===== src/design/mlfq_pkg.sv =====
`timescale 1ns / 1ps
// ----------------------------------------------------------------------------
// mlfq_pkg: shared types and constants
// Entry layout, result layout, operation and register codes and the sequencer
// states of the scheduler task table.
// ----------------------------------------------------------------------------
package mlfq_pkg;

    localparam int IDX_W     = 6;
    localparam int LVL_W     = 2;
    localparam int CNT_W     = 16;
    localparam int PROM_W    = 7;
    localparam int CFG_IDX_W = 2;

    localparam logic [CNT_W-1:0]  CNT_MAX  = {CNT_W{1'b1}};
    localparam logic [PROM_W-1:0] PROM_MAX = {PROM_W{1'b1}};

    localparam logic [LVL_W-1:0] LVL_TOP = 2'd0;
    localparam logic [LVL_W-1:0] LVL_ONE = 2'd1;
    localparam logic [LVL_W-1:0] LVL_TWO = 2'd2;

    // Operation codes carried in s_tuser.
    localparam logic [1:0] OP_TICK  = 2'd0;
    localparam logic [1:0] OP_WRITE = 2'd1;
    localparam logic [1:0] OP_READ  = 2'd2;

    // Configuration register indexes.
    localparam logic [CFG_IDX_W-1:0] CFG_AGE_L1 = 2'd0;
    localparam logic [CFG_IDX_W-1:0] CFG_AGE_L2 = 2'd1;
    localparam logic [CFG_IDX_W-1:0] CFG_AGE_L3 = 2'd2;

    localparam logic [CNT_W-1:0] AGE_LIMIT_RESET = 16'd30;

    typedef struct packed {
        logic [CNT_W-1:0] slice;
        logic [CNT_W-1:0] waiting;
        logic [LVL_W-1:0] level;
        logic             runnable;
    } entry_t;

    typedef struct packed {
        logic [PROM_W-1:0] promoted;
        entry_t            entry;
    } result_t;

    typedef struct packed {
        entry_t entry;
        logic   write;
        logic   promote;
    } age_out_t;

    typedef enum logic [2:0] {
        S_IDLE,
        S_START,
        S_RDWAIT,
        S_WALK,
        S_DONE
    } state_t;

endpackage


===== src/design/mlfq_table.sv =====
`timescale 1ns / 1ps
// ----------------------------------------------------------------------------
// mlfq_table: task entry memory
// One write port and one registered read port. A valid bit per entry is
// cleared by reset, and an entry that was never written reads as zero.
// ----------------------------------------------------------------------------
module mlfq_table
    import mlfq_pkg::*;
#(
    parameter int NUM_ENTRIES = 64,
    parameter int AW          = 6
) (
    input  logic          aclk,
    input  logic          aresetn,
    input  logic          wr_en,
    input  logic [AW-1:0] wr_addr,
    input  entry_t        wr_data,
    input  logic          rd_en,
    input  logic [AW-1:0] rd_addr,
    output entry_t        rd_data
);

    entry_t                 mem_reg [NUM_ENTRIES];
    logic [NUM_ENTRIES-1:0] valid_reg;
    entry_t                 rd_q_reg;
    logic                   rd_vld_reg;

    always_ff @(posedge aclk) begin
        if (wr_en) begin
            mem_reg[wr_addr] <= wr_data;
        end
        if (rd_en) begin
            rd_q_reg <= mem_reg[rd_addr];
        end
    end

    always_ff @(posedge aclk) begin
        if (!aresetn) begin
            valid_reg  <= '0;
            rd_vld_reg <= 1'b0;
        end else begin
            if (wr_en) begin
                valid_reg[wr_addr] <= 1'b1;
            end
            if (rd_en) begin
                rd_vld_reg <= valid_reg[rd_addr];
            end
        end
    end

    assign rd_data = rd_vld_reg ? rd_q_reg : '0;

endmodule


===== src/design/mlfq_age_unit.sv =====
`timescale 1ns / 1ps
// ----------------------------------------------------------------------------
// mlfq_age_unit: aging update for one entry
// Bumps the waiting count of a runnable, non-running entry and decides
// whether it moves up one queue level.
// ----------------------------------------------------------------------------
module mlfq_age_unit
    import mlfq_pkg::*;
(
    input  entry_t           cur,
    input  logic             running,
    input  logic [CNT_W-1:0] limit_l1,
    input  logic [CNT_W-1:0] limit_l2,
    input  logic [CNT_W-1:0] limit_l3,
    output age_out_t         res
);

    logic             active;
    logic [CNT_W-1:0] waited;
    logic [CNT_W-1:0] limit;

    always_comb begin
        active = cur.runnable && !running;
        waited = (cur.waiting == CNT_MAX) ? cur.waiting : cur.waiting + 1'b1;
        case (cur.level)
            LVL_ONE: limit = limit_l1;
            LVL_TWO: limit = limit_l2;
            default: limit = limit_l3;
        endcase

        res.write         = active;
        res.promote       = active && (cur.level != LVL_TOP) && (waited >= limit);
        res.entry         = cur;
        res.entry.waiting = waited;
        if (res.promote) begin
            res.entry.level   = cur.level - 1'b1;
            res.entry.waiting = '0;
            res.entry.slice   = '0;
        end
    end

endmodule


===== src/design/mlfq_priority_aging.sv =====
`timescale 1ns / 1ps
// ----------------------------------------------------------------------------
// mlfq_priority_aging: scheduler task table with priority aging
// Holds task entries for a multi-level feedback queue and ages waiting
// entries on every timer tick, one entry per cycle through a shared unit.
// ----------------------------------------------------------------------------
//  Channel | Ports          | Carries
//  --------+----------------+---------------------------------------------
//  input   | s_t*           | one request: tick, entry write or entry read
//  result  | m_t*           | one result per request, entry and promotions
//  config  | cfg_*          | aging limits, index 0..2, write only
//
//  A request is taken only while the sequencer is idle. A write passes through
//  the start and done states, a read through start, read wait and done; a tick
//  walks the table, the single read port feeding the age unit one entry per cycle.
//  Reset clears the per-entry valid bits at once; there is no clearing pass.
//  A result that is not taken holds the sequencer until the result register frees.
// ----------------------------------------------------------------------------
module mlfq_priority_aging
    import mlfq_pkg::*;
#(
    parameter int NUM_ENTRIES = 64
) (
    input  logic                 aclk,
    input  logic                 aresetn,
    // s_tdata, from bit 0: entry_index[6], set_runnable[1], set_level[2],
    // set_waiting[16], set_slice[16], zero fill
    input  logic                 s_tvalid,
    output logic                 s_tready,
    input  logic [47:0]          s_tdata,
    // s_tuser: opcode[2]
    input  logic [1:0]           s_tuser,
    // m_tdata, from bit 0: entry_runnable[1], entry_level[2], entry_waiting[16],
    // entry_slice[16], promoted_count[7], zero fill
    output logic                 m_tvalid,
    input  logic                 m_tready,
    output logic [47:0]          m_tdata,
    input  logic                 cfg_wr_en,
    input  logic [CFG_IDX_W-1:0] cfg_addr,
    input  logic [CNT_W-1:0]     cfg_wdata
);

    localparam int AW = (NUM_ENTRIES > 1) ? $clog2(NUM_ENTRIES) : 1;
    localparam logic [AW:0] LAST = (AW+1)'(NUM_ENTRIES);

    state_t             state_reg,  state_next;
    logic [1:0]         op_reg,     op_next;
    logic [IDX_W-1:0]   idx_reg,    idx_next;
    entry_t             set_reg,    set_next;
    logic [AW:0]        rd_ptr_reg, rd_ptr_next;
    logic               pend_reg,   pend_next;
    logic [AW-1:0]      proc_reg,   proc_next;
    result_t            res_reg,    res_next;
    logic               m_valid_reg, m_valid_next;
    result_t            m_data_reg,  m_data_next;

    logic [CNT_W-1:0]   lim1_reg, lim2_reg, lim3_reg;

    logic               tbl_wr_en;
    logic [AW-1:0]      tbl_wr_addr;
    entry_t             tbl_wr_data;
    logic               tbl_rd_en;
    logic [AW-1:0]      tbl_rd_addr;
    entry_t             tbl_rd_data;

    logic               idx_valid;
    logic [AW-1:0]      idx_addr;
    logic               running;
    logic               issue;
    age_out_t           age;

    assign idx_valid = 32'(idx_reg) < NUM_ENTRIES;
    assign idx_addr  = AW'(idx_reg);
    assign running   = idx_valid && (proc_reg == idx_addr);
    assign issue     = (rd_ptr_reg != LAST);

    always_ff @(posedge aclk) begin
        if (!aresetn) begin
            lim1_reg <= AGE_LIMIT_RESET;
            lim2_reg <= AGE_LIMIT_RESET;
            lim3_reg <= AGE_LIMIT_RESET;
        end else if (cfg_wr_en) begin
            case (cfg_addr)
                CFG_AGE_L1: lim1_reg <= cfg_wdata;
                CFG_AGE_L2: lim2_reg <= cfg_wdata;
                CFG_AGE_L3: lim3_reg <= cfg_wdata;
                default: ;
            endcase
        end
    end

    mlfq_table #(
        .NUM_ENTRIES (NUM_ENTRIES),
        .AW          (AW)
    ) u_table (
        .aclk    (aclk),
        .aresetn (aresetn),
        .wr_en   (tbl_wr_en),
        .wr_addr (tbl_wr_addr),
        .wr_data (tbl_wr_data),
        .rd_en   (tbl_rd_en),
        .rd_addr (tbl_rd_addr),
        .rd_data (tbl_rd_data)
    );

    mlfq_age_unit u_age (
        .cur      (tbl_rd_data),
        .running  (running),
        .limit_l1 (lim1_reg),
        .limit_l2 (lim2_reg),
        .limit_l3 (lim3_reg),
        .res      (age)
    );

    always_ff @(posedge aclk) begin
        if (!aresetn) begin
            state_reg   <= S_IDLE;
            m_valid_reg <= 1'b0;
            pend_reg    <= 1'b0;
        end else begin
            state_reg   <= state_next;
            m_valid_reg <= m_valid_next;
            pend_reg    <= pend_next;
        end
    end

    always_ff @(posedge aclk) begin
        op_reg     <= op_next;
        idx_reg    <= idx_next;
        set_reg    <= set_next;
        rd_ptr_reg <= rd_ptr_next;
        proc_reg   <= proc_next;
        res_reg    <= res_next;
        m_data_reg <= m_data_next;
    end

    always_comb begin
        state_next   = state_reg;
        op_next      = op_reg;
        idx_next     = idx_reg;
        set_next     = set_reg;
        rd_ptr_next  = rd_ptr_reg;
        pend_next    = pend_reg;
        proc_next    = proc_reg;
        res_next     = res_reg;
        m_valid_next = m_valid_reg;
        m_data_next  = m_data_reg;
        tbl_wr_en    = 1'b0;
        tbl_wr_addr  = proc_reg;
        tbl_wr_data  = age.entry;
        tbl_rd_en    = 1'b0;
        tbl_rd_addr  = rd_ptr_reg[AW-1:0];

        if (m_valid_reg && m_tready) begin
            m_valid_next = 1'b0;
        end

        case (state_reg)
            S_IDLE: begin
                if (s_tvalid) begin
                    op_next          = s_tuser;
                    idx_next         = s_tdata[5:0];
                    set_next.runnable = s_tdata[6];
                    set_next.level   = s_tdata[8:7];
                    set_next.waiting = s_tdata[24:9];
                    set_next.slice   = s_tdata[40:25];
                    state_next       = S_START;
                end
            end
            S_START: begin
                res_next = '0;
                case (op_reg)
                    OP_TICK: begin
                        rd_ptr_next = '0;
                        pend_next   = 1'b0;
                        state_next  = S_WALK;
                    end
                    OP_WRITE: begin
                        if (idx_valid) begin
                            tbl_wr_en      = 1'b1;
                            tbl_wr_addr    = idx_addr;
                            tbl_wr_data    = set_reg;
                            res_next.entry = set_reg;
                        end
                        state_next = S_DONE;
                    end
                    OP_READ: begin
                        tbl_rd_en   = idx_valid;
                        tbl_rd_addr = idx_addr;
                        state_next  = S_RDWAIT;
                    end
                    default: begin
                        state_next = S_DONE;
                    end
                endcase
            end
            S_RDWAIT: begin
                if (idx_valid) begin
                    res_next.entry = tbl_rd_data;
                end
                state_next = S_DONE;
            end
            S_WALK: begin
                // Read entry i while entry i-1 is updated and written back.
                if (issue) begin
                    tbl_rd_en   = 1'b1;
                    rd_ptr_next = rd_ptr_reg + 1'b1;
                    proc_next   = rd_ptr_reg[AW-1:0];
                end
                pend_next = issue;
                if (pend_reg) begin
                    tbl_wr_en = age.write;
                    if (age.promote && (res_reg.promoted != PROM_MAX)) begin
                        res_next.promoted = res_reg.promoted + 1'b1;
                    end
                    // The running entry is left alone, so its stored value is the result.
                    if (running) begin
                        res_next.entry = tbl_rd_data;
                    end
                end
                if (!issue && !pend_reg) begin
                    state_next = S_DONE;
                end
            end
            S_DONE: begin
                if (!m_valid_reg || m_tready) begin
                    m_valid_next = 1'b1;
                    m_data_next  = res_reg;
                    state_next   = S_IDLE;
                end
            end
            default: begin
                state_next = S_IDLE;
            end
        endcase
    end

    assign s_tready = (state_reg == S_IDLE);
    assign m_tvalid = m_valid_reg;
    assign m_tdata  = {6'b0, m_data_reg.promoted, m_data_reg.entry.slice,
                       m_data_reg.entry.waiting, m_data_reg.entry.level,
                       m_data_reg.entry.runnable};

    a_write_only_in_ops: assert property (@(posedge aclk) disable iff (!aresetn)
        tbl_wr_en |-> ((state_reg == S_START && op_reg == OP_WRITE) || state_reg == S_WALK))
        else $error("table written outside a write request or a tick walk");

    a_result_from_done: assert property (@(posedge aclk) disable iff (!aresetn)
        $rose(m_valid_reg) |-> $past(state_reg == S_DONE))
        else $error("result raised without a finished request");

    a_promoted_only_tick: assert property (@(posedge aclk) disable iff (!aresetn)
        (state_reg == S_DONE && op_reg != OP_TICK) |-> (res_reg.promoted == '0))
        else $error("promotion count nonzero for a request other than a tick");

    a_walk_bounded: assert property (@(posedge aclk) disable iff (!aresetn)
        (state_reg == S_WALK) |-> (rd_ptr_reg <= LAST))
        else $error("tick walk ran past the end of the table");

    a_done_after_walk: assert property (@(posedge aclk) disable iff (!aresetn)
        (state_reg == S_WALK && !issue && !pend_reg) |=> (state_reg == S_DONE))
        else $error("tick walk did not finish after the last entry");

endmodule

===== config.mk =====
export PLATFORM = sky130hd
export DESIGN_NAME = mlfq_priority_aging
export DESIGN_NICKNAME = d
export VERILOG_FILES = /design/src/design/mlfq_pkg.sv /design/src/design/mlfq_table.sv /design/src/design/mlfq_age_unit.sv /design/src/design/mlfq_priority_aging.sv
export SDC_FILE = /design/constraint.sdc
export NUM_CORES = 2
export LEC_CHECK = 0
export BUFFER_PORTS_ARGS = -buffer_cell sky130_fd_sc_hd__buf_2
export CAP_MARGIN = 20
export CORE_MARGIN = 2
export CORE_UTILIZATION = 35
export CTS_CLUSTER_DIAMETER = 150
export DETAILED_ROUTE_END_ITERATION = 7
export PLACE_DENSITY = 0.46
export SLEW_MARGIN = 5
export SYNTH_ARGS = -nofsm -noshare
export SYNTH_HDL_FRONTEND = slang
export SYNTH_HIERARCHICAL = 1
export SYNTH_SLANG_ARGS = --single-unit

===== constraint.sdc =====
create_clock -name aclk -period 6.2 [get_ports aclk]
set_clock_uncertainty 0.2 [all_clocks]
set_input_delay 0.31 -clock aclk [delete_from_list [all_inputs] [get_ports aclk]]
set_output_delay 0.31 -clock aclk [all_outputs]
set_load 0.1 [all_outputs]

After elaboration in Yosys (flattened, before gate mapping)

Memories as Yosys holds them, arrays and structs flattened. A register that Yosys moved wholly into a read port is not among the register bits.
Cells that the tools add are included.

Register bits: 258
Bits in latches: 0
Bits in writable memories: 2240
ROM bits: 0
Bits of input ports: 73
Output and inout bits: 50
Logic and storage cells: 128
Memories: 1

Add/sub/neg operators: 4
Multipliers: 0
Divide/modulo/power cells: 0
Order comparisons: 4
Eq/ne operators: 22
Shift operators: 0
Muxes and demuxes: 41
Bitwise logic cells: 1
Reduce and logical (&&, ||, !) cells: 29

Memory list:

| memory          | words | bits a word | rd ports | clocked after memory_dff | wr ports | line             | source |
|---|---|---|---|---|---|---|---|
| u_table.mem_reg | 64    | 35          | 1        | 1                        | 1        | mlfq_table.sv:23 | `entry_t mem_reg [NUM_ENTRIES];` |

Operator list:

| kind                                                                 | count |
|---|---|
| 35-bit two-way mux                                                   | 5 |
| 35-bit one-hot mux with 3 select lines                               | 1 |
| 64-bit OR                                                            | 1 |
| 42-bit two-way mux                                                   | 1 |
| 34-bit two-way mux                                                   | 1 |
| 16-bit one-hot mux with 2 select lines                               | 1 |
| 7-bit one-hot mux with 2 select lines                                | 2 |
| 6-bit two-way mux                                                    | 4 |
| 7-bit two-way mux                                                    | 3 |
| 16-bit by 1-bit adder with 16-bit output, second input constant      | 1 |
| 16-bit == test, second input constant                                | 1 |
| 16-bit greater-or-equal comparator                                   | 1 |
| 16-bit two-way mux                                                   | 1 |
| 3-bit one-hot mux with 5 select lines                                | 1 |
| 7-bit by 1-bit adder with 7-bit output, second input constant        | 2 |
| 6-bit by 7-bit < comparator with 1-bit output, second input constant | 2 |
| 7-bit inequality test, second input constant                         | 2 |
| 2-bit AND reduction                                                  | 7 |
| 1-bit two-way mux                                                    | 12 |
| 2-bit inequality test, second input constant                         | 6 |
| 3-bit AND reduction                                                  | 4 |
| 3-bit two-way mux                                                    | 3 |
| 1-bit logical AND                                                    | 7 |
| 1-bit binary-select mux with 6-bit select                            | 1 |
| 18 further kinds                                                     | 31 |

Longest topological paths before layout

Word-level depth: 9
Mapped depth: 17
Mapped depth without buffers: 13

Hierarchy

Netlist, hierarchy kept.

By module, submodules not included:

| module              | times used | cells each | area an instance (um2) | sequential area each (um2) |
|---|---|---|---|---|
| mlfq_table          | 1          | 3535       | 88782.6                | 69616.8 |
| mlfq_priority_aging | 1          | 556        | 7734.9                 | 5265.0 |
| mlfq_age_unit       | 1          | 212        | 1378.8                 | 0.0 |

Worst setup path before layout

OpenSTA, ideal clock, no wires.

Path type: reg2reg
From: register u_table.rd_vld_reg
To: memory u_table/mem_reg[40][0] in the netlist's numbering, enable pin
Library setup time: 0.473 ns
Data arrival time: 4.462 ns
Required time: 5.527 ns
Path slack: 1.065 ns
Stages on the path, launching flop included: 10
Path buffers: 2
Period minus slack after synthesis: 5.135 ns
Path through: dfxtp_1 -> clkbuf_1 -> and2_1 -> nor2b_1 -> buf_4 -> nand2_1 -> o21ai_0 -> nor2b_1 -> nand3_1 -> nor3_1

RTL lines:

| what                   | line             | source |
|---|---|---|
| start, declared        | mlfq_table.sv:26 | `logic rd_vld_reg;` |
| start signal, assigned | mlfq_table.sv:46 | `rd_vld_reg <= valid_reg[rd_addr];` |
| end, declared          | mlfq_table.sv:23 |  |

==> results_dict.tcl <==
set metrics [dict create \
    critPathKind "reg -> reg" \
    crit_chain "buf_4 -> and2_1 -> and3_1 -> nand4_4 -> nor4_1 -> nor2_1 -> a31oi_1 -> ha_1 -> nand4_1 -> or3_1 -> a31oi_1 -> o41a_4 -> buf_12 -> mux2i_1 -> mux2_4" \
    cts_resized 0 \
    place.gp.congestion 0.775 \
    io_buffers 109 \
    wl_um 278000 \
    max_freq_mhz 192 \
    finalSetupViolCount 0 \
    nets 4860 \
    endpoint_kind "register" \
    grt_max_degree 76 \
    synthToLayoutAreaGrowth_pct 17.4 \
    dp.cells 8094 \
    fillerInstances 24281 \
    root_buffer "clkbuf_16" \
    ff_latch_area_mm2 0.0749 \
    synth_area_mm2 0.0979 \
    p_leak_nw 36.7 \
    crit_path_top_delay_cell "mux2_4" \
    rr_worst_depth 15 \
    crit_top_cell "a31oi_1" \
    drive_gt1_frac 0.308 \
    grt_pass1_vias 47755 \
    status "complete, no violations" \
    grtUsageTotal 0.194 \
    die_area_mm2 0.284 \
    cap_violations 0 \
    yosys.area.top_type_share 0.741 \
    htree_levels 5 \
    cts_buffers 282 \
    whs_path_depth 2 \
    worstPathArrival_ns 5.56 \
    slowest_delay_ns 0.62 \
    dr_total_vias 46851 \
    clock_latency_ns 0.86 \
    async_reset_ff_frac 0 \
    grt_pass1_wl_um 387000 \
    start_kind "register" \
    crit_path_start "u_table/rd_vld_reg" \
    drt-vias-per-instance 5.37 \
    hp-class "in -> reg" \
    r2r_start "u_table/rd_vld_reg" \
    synth_seq_cells 2533 \
    ys_types 59 \
    pin_count 123 \
    yosysWarnings 6 \
    synth_area_leaders "edfxtp_1 (74%), mux4_2 (17%), dfxtp_1 (2.4%), mux2_4 (0.61%), nand2_1 (0.53%)" \
    dp_hpwl_um 157000 \
    powerDensity_mw_per_mm2 353 \
    power_mw 40.6 \
    cts_num_sinks 2533 \
    clk_pin_slew_worst_paths_ns 0.06 \
    initial_core_util 0.351 \
    finalCritPeriodShare 0.841 \
    hp-start "s_tdata[28]" \
    num_rows 194 \
    synth_edf_count 2415 \
    rsz0062_at_grt "false" \
    finalHoldViolations 0 \
    multi_input_comb_area_mm2 0.0224 \
    antenna_found_initial 21 \
    synth_seq_area_share 0.765 \
    post-cts-setup-buffer-count 0 \
    drt_first_pass_iters 7 \
    final_antenna_net_count 0 \
    yosysMostFrequentCell "edfxtp_1" \
    detail_route.wl_per_cell_um 31.9 \
    die_h_um 533 \
    vdd_drop_max_uv 186 \
    maxSlewHeadroom 0.319 \
    ctsHoldBuffers 109 \
    core-area_mm2 0.279 \
    cp_max_fo 64 \
    overflow 0 \
    synth_common_cells "edfxtp_1 (2415), mux4_2 (735), nand2_1 (138)" \
    largest_reg_flops 2240 \
    cts_tree "built" \
    post_synth.cell_area_avg_um2 22.8 \
    worst_slew_pin_slew_ns 1.02 \
    finalCoreUtilization 0.412 \
    maxSlewViolCount 0 \
    syn_inst 4303 \
    remaining_drc_errors 0 \
    period_needed_ns 5.21 \
    cp.required_ns 6.55 \
    detailedRoute.firstIterationViolations 4323 \
    tns_ns 0 \
    yosysTopAreaCell "edfxtp_1" \
    ctsLongestPathBuffers 4 \
    synthFlopType "edfxtp_1" \
    stdcell_count 8718 \
    die_x_um 533 \
]
## final timing paths
check / slack [ns] / end
setup / recovery: 0.99 / u_table/mem_reg[35][2]
hold / removal: 0.07 / set_reg[22]
setup reg to reg: 0.99 / u_table/mem_reg[35][2]
hold reg to reg: 0.22 / m_tdata[34]
## layout make-up
type / count / share of cell area
Sequential cell: 2533 / 0.651
Multi-Input combinational cell: 1521 / 0.195
Clock buffer: 369 / 0.0665
Tap cell: 3724 / 0.0405
Timing Repair Buffer: 409 / 0.0373
Clock inverter: 134 / 0.00883
Inverter: 17 / 0.000555
Antenna cell: 11 / 0.000239
## cells in the final DEF, fill, tap and decap left out, types with 9 or more instances in the layout
| cell type | synthesis | routed |
|---|---|---|
| dlygate4sd3_1 | 0 | 109 |
| inv_1 | 17 | 17 |
| nor2_1 | 90 | 30 |
| edfxtp_1 | 2415 | 2415 |
| dfxtp_1 | 118 | 118 |
| buf_12 | 0 | 97 |
| buf_2 | 64 | 110 |
| and3_1 | 11 | 11 |
| clkinv_2 | 0 | 38 |
| o21a_1 | 64 | 64 |
| xnor2_1 | 16 | 16 |
| a22oi_1 | 16 | 16 |
| nor2_4 | 0 | 60 |
| a22o_1 | 37 | 37 |
| nand2_1 | 138 | 137 |
| and2_1 | 36 | 35 |
| mux4_2 | 735 | 735 |
| clkbuf_1 | 114 | 71 |
| mux2_4 | 40 | 42 |
| nor2b_1 | 40 | 39 |
| bufinv_16 | 0 | 12 |
| nand4_1 | 9 | 9 |
| clkbuf_16 | 0 | 291 |
| o21ai_0 | 27 | 27 |
| ha_1 | 23 | 23 |
| mux2i_1 | 31 | 31 |
| a211oi_1 | 9 | 9 |
| clkinv_1 | 0 | 63 |
| buf_4 | 30 | 91 |
| diode_2 | 0 | 11 |
| nand3_1 | 38 | 38 |
| a21oi_1 | 62 | 62 |
## stage by stage
step	hold slack, ns	worst slack [ns]	area (um^2)
floorplan	0.182	1.06	97900
global placement	0.202	1.06	105000
detailed placement	0.205	1.05	105000
CTS	0.00669	1.01	115000
global route	0.0516	0.667	115000
finish	0.0724	0.988	115000
## worst max-delay path, delay by kind of cell, from the launching register on
kind / cells / cell delay [ns]
buf+inv: 2 / 0.47
flops: 1 / 0.37
mux: 2 / 0.83
simple gates: 7 / 1.89
fa+ha+maj: 1 / 0.24
compound gates: 3 / 0.82
## layer usage
metal  share of wire  wire, um  vias to the layer above  track usage
li1                -         -                    19171            -
met1            0.45    125000                    26127        0.279
met2            0.48    135000                     1227        0.317
met3           0.048     13400                      326       0.0264
met4           0.018      5080                        0       0.0405
met5               0         0                        -            0
## cells by family after synthesis
family	synth area share
xor gates and xnor gates	0.00188
muxes	0.180
DFF	0.765
other	0.0000383
and+or+nand+nor	0.0208
adders and majority gates	0.00294
buffers and inverters	0.0125
AOI/OAI and AO/OA	0.0170
## power breakdown
part,internal [mW],total (mW),switching [mW]
clock network,9.20,15.9,6.72
logic,2.01,5.15,3.14
registers,19.4,19.6,0.165
(Power assumes the default switching activity.)
